$ cat config.mk
export PLATFORM = sky130hd
export DESIGN_NAME = smpq_cell
export DESIGN_NICKNAME = d
export VERILOG_FILES = /design/src/rtl/core/sorted_min_priority_queue_top_defines.svh /design/src/rtl/core/smpq_pkg.sv /design/src/rtl/core/smpq_cell.sv
export SDC_FILE = /design/constraint.sdc
export NUM_CORES = 1
export LEC_CHECK = 0
export BUFFER_PORTS_ARGS = -buffer_cell sky130_fd_sc_hd__buf_2
export CORE_MARGIN = 2
export CORE_UTILIZATION = 45
export CTS_BUF_LIST = sky130_fd_sc_hd__clkbuf_8
export CTS_CLUSTER_SIZE = 24
export DETAILED_ROUTE_END_ITERATION = 16
export PLACE_DENSITY = 0.81
export SLEW_MARGIN = 40
export SYNTH_ARGS = -nofsm -noshare
export SYNTH_HDL_FRONTEND = slang
export SYNTH_SLANG_ARGS = --single-unit
$ cat constraint.sdc
create_clock -name clk -period 3.2 [get_ports clk]
set_input_delay 0.48 -clock clk [delete_from_list [all_inputs] [get_ports clk]]
set_output_delay 0.48 -clock clk [all_outputs]
set_load 0.01 [all_outputs]
$ cat src/rtl/core/sorted_min_priority_queue_top_defines.svh
// Assertion macros used by the top level of the sorted minimum priority queue.
`ifndef SORTED_MIN_PRIORITY_QUEUE_TOP_DEFINES_SVH
`define SORTED_MIN_PRIORITY_QUEUE_TOP_DEFINES_SVH

`ifndef SYNTH
`define SMPQ_ASSERT(lbl, prop, msg) \
  lbl: assert property (@(posedge clk) disable iff (rst) prop) else $error(msg);
`define SMPQ_ASSERT_RST(lbl, prop, msg) \
  lbl: assert property (@(posedge clk) prop) else $error(msg);
`else
`define SMPQ_ASSERT(lbl, prop, msg)
`define SMPQ_ASSERT_RST(lbl, prop, msg)
`endif

`endif

$ cat src/rtl/core/smpq_pkg.sv
// Types and constants of the sorted minimum priority queue.
package smpq_pkg;

  localparam int DEPTH  = 64;
  localparam int KEY_W  = 16;
  localparam int TAG_W  = 16;
  localparam int CNT_W  = $clog2(DEPTH + 1);
  localparam int ST_W   = 2;
  localparam int ST_DW  = ((KEY_W + TAG_W + 7) / 8) * 8;
  localparam int MT_DW  = ((KEY_W + TAG_W + CNT_W + 7) / 8) * 8;

  typedef enum logic {
    KIND_INSERT = 1'b0,
    KIND_DELETE = 1'b1
  } kind_t;

  typedef enum logic [ST_W-1:0] {
    STATUS_DONE      = 2'd0,
    STATUS_OVERFLOW  = 2'd1,
    STATUS_UNDERFLOW = 2'd2
  } status_t;

  typedef struct packed {
    logic [KEY_W-1:0] key;
    logic [TAG_W-1:0] tag;
  } entry_t;

  // Operation broadcast to every cell of the chain.
  typedef struct packed {
    logic   ins;
    logic   del;
    entry_t fresh;
  } cell_ctl_t;

endpackage

$ cat src/rtl/core/smpq_cell.sv
// One slot of the sorted chain: holds an entry and shifts it up or down.
module smpq_cell (
  input  logic               clk,
  input  smpq_pkg::cell_ctl_t ctl,
  input  logic               occupied,
  input  smpq_pkg::entry_t   left_entry,
  input  logic               left_greater,
  input  smpq_pkg::entry_t   right_entry,
  output smpq_pkg::entry_t   entry,
  output logic               greater
);
  import smpq_pkg::*;

  // An empty slot counts as greater, so a new entry that no held key exceeds lands in the first free slot.
  assign greater = !occupied || (entry.key > ctl.fresh.key);

  always_ff @(posedge clk) begin
    if (ctl.ins && greater) begin
      entry <= left_greater ? left_entry : ctl.fresh;
    end else if (ctl.del) begin
      entry <= right_entry;
    end
  end

endmodule

==> results of run 1 <==
[cells by family after synthesis]
family,share of synthesized area
DFF,0.418
AOI/OAI and AO/OA,0.0681
buffers and inverters,0.0654
adders and majority gates,0.0871
and+or+nand+nor,0.0735
muxes,0.288
[power by group]
group,switching [mW],internal [mW]
combinational,0.178,0.214
clock,0.147,0.145
sequential,0.0196,0.528
total,0.344,0.887
[cell type report]
class,instances,area share
multi-input combinational,127,0.383
sequential,32,0.310
timing repair buffer,137,0.233
tap,70,0.0283
clock buffer,5,0.0222
inverter,16,0.0194
clock inverter,3,0.00363
[path summary, 6_finish.rpt]
kind | startpoint | endpoint | cells after the start | slack, ns
setup / recovery | entry[31] | entry[0] | 6 | 0.36
hold / removal | right_entry[12] | entry[12] | 2 | 0.49
setup reg to reg | entry[31] | entry[0] | 6 | 0.36
hold reg to reg | entry[17] | entry[19] | 5 | 1.25
[cell usage in the layout (no fill, tap or decap), types with 2 or more instances in the layout]
master                     instances
sky130_fd_sc_hd__clkbuf_8          5
sky130_fd_sc_hd__o21ai_0          18
sky130_fd_sc_hd__nand4_1           2
sky130_fd_sc_hd__mux2_4           29
sky130_fd_sc_hd__mux2_2           20
sky130_fd_sc_hd__ha_1             16
sky130_fd_sc_hd__buf_2           132
sky130_fd_sc_hd__nor4_1            2
sky130_fd_sc_hd__buf_4             3
sky130_fd_sc_hd__buf_12            2
sky130_fd_sc_hd__edfxtp_1         32
sky130_fd_sc_hd__and2_1            2
sky130_fd_sc_hd__nand2_1          19
sky130_fd_sc_hd__inv_1            18
sky130_fd_sc_hd__a21oi_1           5
[per-layer routing]
layer,wire length (um),track usage,share of wire
met1,2060,0.216,0.37
met2,2910,0.352,0.53
met3,476,0.0728,0.086
met4,60,0.0702,0.011
met5,0,0,0
[metrics by stage]
| step | setup WS [ns] | hold slack, ns | power [mW] | util | instance area, um2 |
|---|---|---|---|---|---|
| 4_1_cts | 0.349 | 0.482 | 1.25 | 0.618 | 3100 |
| 5_1_grt | 0.234 | 0.477 | 1.30 | 0.619 | 3100 |
| 6_report | 0.355 | 0.491 | 1.23 | 0.619 | 3100 |
| 2_1_floorplan | 0.297 | 0.698 | 0.806 | - | 2300 |
| 3_5_place_dp | 0.190 | 0.784 | 0.954 | 0.602 | 3020 |
| 3_3_place_gp | 0.301 | 0.781 | 0.941 | 0.602 | 3020 |
==> summary.log, run 1 <==
[final_layout] Post-layout nets 436
[setup_path] Critical Path Slowest Stage Cell sky130_fd_sc_hd__a2111oi_0
[clock_network] CTS Hold Buffers Added 0
[route] aggregate routed wire length 5510 um
[synth] cell area after technology mapping 2300 um2
[floorplanning] area of the die 5690 um2
[setup_path] family of cells with the greatest summed delay on the critical path compound AO/OA/AOI/OAI gates
[floorplanning] Initial Util 0.459
[timing] max_slew headroom 0.552
[route] drt pass-1 iters 4
[route] Post-route DRC 0
[route] remaining antenna violation count after routing 0
[synth] most instantiated library cell after synthesis sky130_fd_sc_hd__edfxtp_1
[placement] Detail Placement HPWL 4460 um
[timing] clock skew after layout 0.00657 ns
[setup_path] worst setup path category flip-flop to flip-flop
[grt] wire length of the first global-routing pass 8370 um
[clock_network] Max Root-Sink Buffers 2
[setup_path] number of buffer and inverter stages on the critical path 1
[synth] proportion of synthesized chip area in sequential cells 0.418
[clock_network] CTS-repair resized insts 0
[timing] max-slew violation count 0
[floorplanning] x dimension of the die 75.5 um
[synth] top cell type's share of synthesized area 0.418
[clock_network] later-pin clock latency in the skew report 0.28 ns
[final_layout] sequential cell area 961 um2
[synth] EDFF count, synth 32
[clock_network] buffer count from post-CTS setup fixing 0
[route] post-detailed-route wirelength per cell 14.1 um
[timing] total setup violations reported at the end of the flow 0
[setup_path] ordered list of cells on the worst path ha_1 -> nand4_2 -> a2111oi_0 -> o311a_2 -> buf_4 -> mux2_2
[placement] placer's final routability congestion estimate 0.723
[route] number of vias per cell 4.86
[final_layout] Area growth syn-to-layout 34.9%
[setup_path] data arrival at the endpoint of the critical path 2.88 ns
[floorplanning] Site Rows 26
[final_layout] number of flip-flops under the largest register name 32
[placement] DP Cell Count 382
[pwr] Peak supply drop 272 uV
[setup_path] delay contributed by the slowest stage of the critical path 0.64 ns
[timing] Sum Neg Setup Slack 0 ns
[final_layout] area of the multi-input gates 1190 um2
[timing] fin crit share 0.889
[final_layout] share of final-layout standard cells stronger than drive strength 1 0.609
[synth] Async S/R FF share, synth 0
[status] result of the run completed
[grt] global route overflow 0
[flow_run] Max Cap Viol 0
[floorplanning] die height 75.5 um
[synth] synthesized instance count 184
[timing] final period demand of the worst path 2.84 ns
[clock_network] number of buffers added by the clock tree synthesis step 5
[clock_network] number of levels in the clock H-tree 2
[floorplanning] Std-Cell Core Area 5010 um2
[synth] top post-synthesis cells by count 32 x sky130_fd_sc_hd__edfxtp_1, 29 x sky130_fd_sc_hd__mux2_4, 20 x sky130_fd_sc_hd__mux2_2
[grt] pin count of the biggest net entering global routing 48
[clock_network] clock tree sinks 32
[min_path] path type of the worst min-delay path input port to flip-flop
[grt] vias in the first global route 1896
[final_layout] Ant. Diodes 0
[synth] Synth area leader sky130_fd_sc_hd__edfxtp_1
[final_layout] top flop regs entry: 32 flops
[synth] Yosys reg bits 32
[final_layout] non-filler cells in the finished layout 390
[synth] Primary FF master, synth sky130_fd_sc_hd__edfxtp_1
[synth] number of distinct library cells after synthesis 28
[setup_path] Max Fanout on Critical Path 9
[setup_path] kind of capture point of the worst setup path flip-flop
[pwr] power per unit of standard cell area 397 nW/um2
[synth] most area-consuming cells after synthesis sky130_fd_sc_hd__edfxtp_1 42%, sky130_fd_sc_hd__mux2_4 19%, sky130_fd_sc_hd__mux2_2 9.8%
[synth] Net Count, Synth 301
[setup_path] Worst setup SP type flip-flop
[timing] slew at the pin closest to its max-slew limit 0.654 ns
[timing] maximum operating frequency 0.352 GHz
[synth] Post-Synthesis Mean Instance Area 12.5 um2
[final_layout] filler cell count in the final layout 450
[timing] unrepaired setup endpoints after global routing no
[setup_path] Crit path required time 3.23 ns
[clock_network] root buffer cell sky130_fd_sc_hd__clkbuf_8
[clock_network] clk slew on worst S/H paths 0.07 ns
[timing] Hold Fails Final Rpt 0
[route] overall via count from detail_route 1897
[route] number of violations reported at the end of detailed-routing iteration 0 70
[placement] total of buffers placed on input and output ports 133
[pwr] leakage power 1.56 nW
[grt] initial antenna violation count 0
[grt] aggregate global-route resource usage 0.198
[floorplanning] IO Count 134
[clock_network] CTS tree done
[final_layout] top register by number of flip-flops entry
[synth] number of warning messages in the yosys log 0
Note: power is estimated with default switching activity, not from simulation.
==> run 2, diff against run 1 <==
Settings changed: ABC_AREA set to 1, ABC_CLOCK_PERIOD_IN_PS set to 3200, PLACE_DENSITY 0.81 to 0.82.
==> summary.log, run 2 <==
[synth] top post-synthesis cells by count 97 x sky130_fd_sc_hd__nand2_1, 34 x sky130_fd_sc_hd__nand3_1, 32 x sky130_fd_sc_hd__edfxtp_1
[synth] Synth area leader sky130_fd_sc_hd__edfxtp_1
[clock_network] CTS tree done
[final_layout] top flop regs entry: 32 flops
[timing] max_slew headroom 0.586 [+0.0335]
[setup_path] kind of capture point of the worst setup path primary output
[setup_path] Max Fanout on Critical Path 34 [+25]
[floorplanning] x dimension of the die 74.6 um [-1.1%]
[route] aggregate routed wire length 5720 um [+3.7%]
[grt] GRT met1 Usage 0.232 [+0.0152]
[synth] Async S/R FF share, synth 0 [unchanged]
[synth] most instantiated library cell after synthesis sky130_fd_sc_hd__nand2_1
[final_layout] Area growth syn-to-layout 33.9%
[setup_path] worst reg2reg startpoint entry[27]
[grt] aggregate global-route resource usage 0.207 [+0.00879]
[setup_path] Critical Path Slowest Stage Cell sky130_fd_sc_hd__edfxtp_1
[grt] Top Usage Layer GRT met2
[clock_network] buffer count from post-CTS setup fixing 0 [unchanged]
[setup_path] ordered list of cells on the worst path ha_1 -> nand4_1 -> nor3_2 -> nand2_1 -> nand2_1 -> nand2_2 -> nand2_4 -> buf_2
[setup_path] Crit Reg-Reg Endpoint entry[3]
[timing] Sum Neg Setup Slack 0 ns [unchanged]
[synth] cell area after technology mapping 2250 um2 [-2.2%]
[clock_network] number of buffers added by the clock tree synthesis step 5 [unchanged]
[pwr] sw frac 0.308 [+0.0280]
[floorplanning] area of the die 5570 um2 [-2.1%]
[clock_network] clock tree sinks 32 [unchanged]
[synth] Primary FF master, synth sky130_fd_sc_hd__edfxtp_1
[pwr] share of power burned in registers 0.457 [+0.012]
[min_path] worst hold start right_entry[8]
[synth] EDFF count, synth 32 [unchanged]
[route] remaining antenna violation count after routing 0 [unchanged]
[timing] slew at the pin closest to its max-slew limit 0.621 ns [-0.0334 ns]
[synth] Net Count, Synth 382 [+27%]
[synth] proportion of synthesized chip area in sequential cells 0.428 [+0.00955]
[route] post-detailed-route wirelength per cell 12.4 um [-12%]
[route] number of violations reported at the end of detailed-routing iteration 0 77 [+10%]
[setup_path] worst setup path category flip-flop to primary output
[route] Post-route DRC 0 [unchanged]
[floorplanning] Initial Util 0.472 [+0.0138]
[final_layout] commonest cells after routing, fill and taps aside 132 x sky130_fd_sc_hd__buf_2, 97 x sky130_fd_sc_hd__nand2_1, 34 x sky130_fd_sc_hd__nand3_1
[timing] max-slew violation count 0 [unchanged]
[final_layout] commonest non-fill, non-tap cell in the layout sky130_fd_sc_hd__buf_2
[grt] global route overflow 0 [unchanged]
[setup_path] Worst setup SP type flip-flop
[setup_path] most prevalent standard cell on the critical path sky130_fd_sc_hd__nand2_1
[final_layout] share of final-layout standard cells stronger than drive strength 1 0.410 [-0.200]
[pwr] Peak supply drop 197 uV [-28%]
[final_layout] number of flip-flops under the largest register name 32 [unchanged]
[floorplanning] IO Count 134 [unchanged]
[placement] total of buffers placed on input and output ports 133 [unchanged]
[placement] DP Cell Count 452 [+18%]
[pwr] power per unit of standard cell area 406 nW/um2 [+2.3%]
[timing] maximum operating frequency 0.388 GHz [+10%]
[clock_network] Max Root-Sink Buffers 2 [unchanged]
[route] drt pass-1 iters 4 [unchanged]
[setup_path] data arrival at the endpoint of the critical path 2.10 ns [-0.78 ns]
[min_path] path type of the worst min-delay path input port to flip-flop
[timing] final period demand of the worst path 2.58 ns [-0.268 ns]
[clock_network] later-pin clock latency in the skew report 0.28 ns [about the same]
[flow_run] Max Cap Viol 0 [unchanged]
[floorplanning] Std-Cell Core Area 4750 um2 [-5.1%]
[clock_network] clk slew on worst S/H paths 0.06 ns [about the same]
[pwr] internal power contribution 846 uW [-4.6%]
[min_path] Worst Hold Endpoint entry[8]
[final_layout] Ant. Diodes 0 [unchanged]
[setup_path] Crit path required time 2.72 ns [-0.51 ns]
[grt] met2 Track Usage GR 0.372 [+0.0200]
[grt] GRT met3 Usage 0.0723 [-0.000462]
[floorplanning] Site Rows 25 [-3.8%]
[placement] Detail Placement HPWL 4390 um [-1.6%]
[setup_path] cell count of the worst reg-to-reg path 10 [+4]
[grt] pin count of the biggest net entering global routing 48 [unchanged]
[synth] number of distinct library cells after synthesis 19 [-32%]
[pwr] Clk pwr share 0.230 [-0.007]
[synth] Yosys reg bits 32 [unchanged]
[grt] wire length of the first global-routing pass 8650 um [+3.4%]
[synth] synthesized instance count 265 [+44%]
[clock_network] CTS Hold Buffers Added 0 [unchanged]
[timing] clock skew after layout 0.00462 ns [-0.00195 ns]
[clock_network] number of levels in the clock H-tree 2 [unchanged]
[min_path] hold-critical path depth 3 [+1]
[synth] top cell type's share of synthesized area 0.428 [+0.00955]
[synth] number of warning messages in the yosys log 0 [unchanged]
[timing] fin crit share 0.805 [-0.0838]
[timing] Hold Fails Final Rpt 0 [unchanged]
[placement] placer's final routability congestion estimate 0.889 [+23%]
[setup_path] delay contributed by the slowest stage of the critical path 0.41 ns [-0.23 ns]
[final_layout] Post-layout nets 509 [+17%]
[route] overall via count from detail_route 2242 [+18%]
[pwr] leakage power 1.64 nW [+5.1%]
[grt] vias in the first global route 2049 [+8.1%]
[grt] initial antenna violation count 0 [unchanged]
[route] number of vias per cell 4.87 [+0.20%]
[setup_path] r2r setup slk 0.77 ns [+0.41 ns]
[clock_network] root buffer cell sky130_fd_sc_hd__clkbuf_8
[pwr] Combinational Power Share 0.313 [-0.005]
[floorplanning] die height 74.6 um [-1.1%]
[final_layout] filler cell count in the final layout 428 [-4.9%]
[final_layout] top register by number of flip-flops entry
[clock_network] CTS-repair resized insts 0 [unchanged]
[timing] total setup violations reported at the end of the flow 0 [unchanged]
[synth] Post-Synthesis Mean Instance Area 8.48 um2 [-32%]
[timing] unrepaired setup endpoints after global routing no
[pwr] Psw 376 uW [+9.2%]
[synth] most area-consuming cells after synthesis sky130_fd_sc_hd__edfxtp_1 43%, sky130_fd_sc_hd__nand2_1 16%, sky130_fd_sc_hd__ha_1 8.9%
[status] result of the run completed
[final_layout] non-filler cells in the finished layout 460 [+18%]
[run 2: area by class of cell]
cell class                      instances  area (um2)  share of cell area
Multi-Input combinational cell        197        1110               0.368
Sequential cell                        32         961               0.320
Timing Repair Buffer                  135         696               0.231
Tap cell                               67        83.8              0.0279
Inverter                               21        78.8              0.0262
Clock buffer                            5        68.8              0.0229
Clock inverter                          3        11.3             0.00375
[run 2: critical path: cells and delay by family, from the launching register on]
family | cells | cell delay [ns]
adder cells (fa/ha/maj) | 1 | 0.34
buffers and inverters | 1 | 0.22
flip-flops | 1 | 0.41
AND/OR/NAND/NOR | 6 | 0.84
[run 2: routing by layer]
layer	up-vias	wire [um]
met4	0	42
met3	4	467
li1	1147	-
met5	-	0
met1	996	2280
met2	95	2920
[run 2: how the worst max path moves through the flow]
stage          endpoint  startpoint  cells past startpoint
2_1_floorplan  entry[0]     ctl[31]                     11
3_3_place_gp   entry[2]     ctl[27]                     12
3_5_place_dp   entry[3]     ctl[27]                     12
4_1_cts         greater   entry[27]                      8
5_1_grt         greater   entry[27]                      8
6_report        greater   entry[27]                      8
[run 2: power by group through the flow]
stage / clock (mW) / combinational [mW] / sequential, mW
final: 0.282 / 0.382 / 0.558
after global routing: 0.312 / 0.432 / 0.563
after CTS: 0.289 / 0.385 / 0.559
after detailed placement: 0 / 0.383 / 0.567
after global placement: 0 / 0.372 / 0.564
after floorplan: 0 / 0.207 / 0.594
[run 2: logic make-up after synthesis]
family	synth area share
compound gates	0.0524
fa+ha+maj	0.0891
buf+inv	0.0791
flops	0.428
mux	0.0852
simple gates	0.266
[run 2: stage by stage]
| step | power, mW | hold WS (ns) | setup slack, ns | cell area, um2 | utilization |
|---|---|---|---|---|---|
| finish | 1.22 | 0.460 | 0.624 | 3010 | 0.632 |
| floorplan | 0.800 | 0.659 | 0.564 | 2250 | - |
| global placement | 0.936 | 0.747 | 0.686 | 2920 | 0.615 |
| detailed placement | 0.950 | 0.748 | 0.556 | 2920 | 0.615 |
| CTS | 1.23 | 0.452 | 0.594 | 3000 | 0.632 |
| global route | 1.31 | 0.453 | 0.514 | 3010 | 0.632 |
==> run 3, diff against run 2 <==
Settings changed: ABC_AREA 1 to 0, ABC_CLOCK_PERIOD_IN_PS 3200 to 2100, CORE_UTILIZATION 45 to 41, PLACE_DENSITY 0.82 to 0.78.
Clock period 3.2 ns to 2.1 ns, I/O delays scaled along.
==> summary.log, run 3 (synthesis gave the netlist of run 1 again) <==
[final_layout] top register by number of flip-flops entry
[floorplanning] Std-Cell Core Area 5470 um2 [+15%]
[route] drt pass-1 iters 4 [unchanged]
[final_layout] filler cell count in the final layout 441 [+3.0%]
[pwr] share of power burned in registers 0.375 [-0.082]
[setup_path] Worst setup SP type flip-flop
[setup_path] kind of capture point of the worst setup path flip-flop
[final_layout] commonest non-fill, non-tap cell in the layout sky130_fd_sc_hd__buf_2
[final_layout] top flop regs entry: 32 flops
[clock_network] later-pin clock latency in the skew report 0.28 ns [about the same]
[pwr] overall power after layout 2.25 mW [+84%]
[final_layout] Ant. Diodes 0 [unchanged]
[grt] global route overflow 0 [unchanged]
[grt] initial antenna violation count 0 [unchanged]
[floorplanning] Site Rows 27 [+8.0%]
[clock_network] Max Root-Sink Buffers 2 [unchanged]
[pwr] Psw 623 uW [+66%]
[pwr] Clk pwr share 0.262 [+0.032]
[clock_network] clk slew on worst S/H paths 0.07 ns [about the same]
[grt] vias in the first global route 2045 [-0.20%]
[route] Post-route DRC 0 [unchanged]
[setup_path] Crit path required time 2.13 ns [-0.59 ns]
[status] result of the run complete, but fails checks
[min_path] path type of the worst min-delay path input port to flip-flop
[setup_path] data arrival at the endpoint of the critical path 2.75 ns [+0.65 ns]
[pwr] sw frac 0.276 [-0.0311]
[timing] slack of the critical path -0.624 ns [-1.25 ns]
[floorplanning] area of the die 6220 um2 [+12%]
[placement] pre-CTS setup slack -0.665 ns [-1.22 ns]
[route] number of vias per cell 5.02 [+2.9%]
[timing] slew at the pin closest to its max-slew limit 0.598 ns [-0.0232 ns]
[grt] wire length of the first global-routing pass 9520 um [+10%]
[timing] maximum operating frequency 0.367 GHz
[timing] unrepaired setup endpoints after global routing yes
[timing] fin crit share 1.30
[timing] Hold Fails Final Rpt 0 [unchanged]
[pwr] leakage power 1.78 nW [+8.6%]
[pwr] internal power contribution 1.63 mW [+93%]
[final_layout] share of final-layout standard cells stronger than drive strength 1 0.699 [+0.289]
[grt] pin count of the biggest net entering global routing 33 [-31%]
[route] remaining antenna violation count after routing 0 [unchanged]
[final_layout] Area growth syn-to-layout 59.0%
[timing] total setup violations reported at the end of the flow 65 [+65]
[setup_path] worst setup path category flip-flop to flip-flop
[timing] clock skew after layout 0.00822 ns [+0.00360 ns]
[clock_network] number of buffers added by the clock tree synthesis step 5 [unchanged]
[floorplanning] die height 78.9 um [+5.6%]
[final_layout] commonest cells after routing, fill and taps aside 133 x sky130_fd_sc_hd__buf_2, 32 x sky130_fd_sc_hd__mux2_4, 32 x sky130_fd_sc_hd__edfxtp_1
[setup_path] Max Fanout on Critical Path 9 [-74%]
[placement] placer's final routability congestion estimate 0.830 [-6.6%]
[clock_network] number of levels in the clock H-tree 2 [unchanged]
[pwr] Peak supply drop 446 uV [+130%]
[route] overall via count from detail_route 2112 [-5.8%]
[route] post-detailed-route wirelength per cell 15.8 um [+27%]
[route] number of violations reported at the end of detailed-routing iteration 0 71 [-7.8%]
[pwr] Combinational Power Share 0.363 [+0.050]
[placement] Detail Placement HPWL 4650 um [+6.0%]
[timing] max_slew headroom 0.601 [+0.0154]
[timing] final period demand of the worst path 2.72 ns
[timing] max-slew violation count 0 [unchanged]
[flow_run] Max Cap Viol 0 [unchanged]
[clock_network] clock tree sinks 32 [unchanged]
[clock_network] root buffer cell sky130_fd_sc_hd__clkbuf_8
[status] violated checks setup timing
[timing] Hold WS 0.324 ns [-0.136 ns]
[clock_network] CTS tree done
[pwr] power per unit of standard cell area 617 nW/um2 [+52%]
[grt] aggregate global-route resource usage 0.198 [-0.00886]
[floorplanning] x dimension of the die 78.9 um [+5.6%]
[placement] total of buffers placed on input and output ports 133 [unchanged]
[floorplanning] IO Count 134 [unchanged]
[floorplanning] Initial Util 0.420 [-0.0526]
[route] aggregate routed wire length 6650 um [+16%]
[final_layout] number of flip-flops under the largest register name 32 [unchanged]
[final_layout] Post-layout nets 465 [-8.6%]
-- run 3: changes by cell type in the layout (fill, tap and decap cells not counted), moves of 4 or more --
cell	delta
sky130_fd_sc_hd__ha_1	-7
sky130_fd_sc_hd__nor2_1	-5
sky130_fd_sc_hd__buf_12	+4
sky130_fd_sc_hd__ha_4	+7
sky130_fd_sc_hd__a21oi_1	-4
sky130_fd_sc_hd__inv_1	-7
sky130_fd_sc_hd__buf_4	+21
sky130_fd_sc_hd__mux2_4	+32
sky130_fd_sc_hd__nand3_1	-33
sky130_fd_sc_hd__nand2_1	-79
-- run 3: worst paths after layout --
| check | startpoint | cells after the start | slack, ns | end |
|---|---|---|---|---|
| setup reg to reg | entry[27] | 8 | -0.62 | entry[8] |
| setup / recovery | entry[27] | 8 | -0.62 | entry[8] |
| hold reg to reg | entry[31] | 6 | 1.38 | entry[0] |
| hold / removal | right_entry[4] | 2 | 0.32 | entry[4] |
-- run 3: cell type report --
type,count,area [um2],share of cell area
multi-input cells,127,1380,0.379
repair buffers,166,1050,0.287
flip-flops and latches,32,961,0.263
well taps,72,90.1,0.0247
clock buffers,5,68.8,0.0188
inverters,16,60.1,0.0164
clock inverters,3,42.5,0.0116
-- run 3: power groups by stage --
stage	clock, mW	combinational (mW)	sequential, mW
after floorplan	0	0.344	0.889
after global placement	0	0.636	0.847
after detailed placement	0	0.653	0.850
after CTS	0.592	0.713	0.838
after global routing	0.619	0.883	0.851
final	0.591	0.818	0.844
-- run 3: critical path, stage by stage, from the launching register on --
cell	delay, ns
sky130_fd_sc_hd__edfxtp_1	0.45
sky130_fd_sc_hd__ha_4	0.25
sky130_fd_sc_hd__a21oi_2	0.18
sky130_fd_sc_hd__nor2_4	0.05
sky130_fd_sc_hd__or4_4	0.51
sky130_fd_sc_hd__o311a_4	0.41
sky130_fd_sc_hd__buf_12	0.15
sky130_fd_sc_hd__buf_12	0.14
sky130_fd_sc_hd__mux2_4	0.30
-- run 3: per-stage QoR --
step                utilization  area (um2)  TNS, ns  cells
finish                    0.667        3650   -38.78    421
global route              0.667        3650   -42.43    421
detailed placement        0.580        3170   -41.18    399
floorplan                     -        2310   -29.90    184
CTS                       0.626        3430   -31.96    410
global placement          0.580        3170   -37.44    399
-- run 3: repair_timing --
action | CTS | global route
buffers inserted | 2 | 8
setup endpoints to repair | 65 | 65
hold buffers | 0 | 0
cloned | 1 | 3
resized for setup | 14 | 15
pin swaps | 2 | 7
-- run 3: routing by layer --
| layer | vias up | global-route usage | routed length, um | share of wire |
|---|---|---|---|---|
| met2 | 88 | 0.373 | 3570 | 0.54 |
| met5 | - | 0 | 0 | 0 |
| met1 | 1007 | 0.234 | 2610 | 0.39 |
| li1 | 1006 | - | - | - |
| met3 | 11 | 0.0261 | 370 | 0.056 |
| met4 | 0 | 0.0569 | 102 | 0.015 |
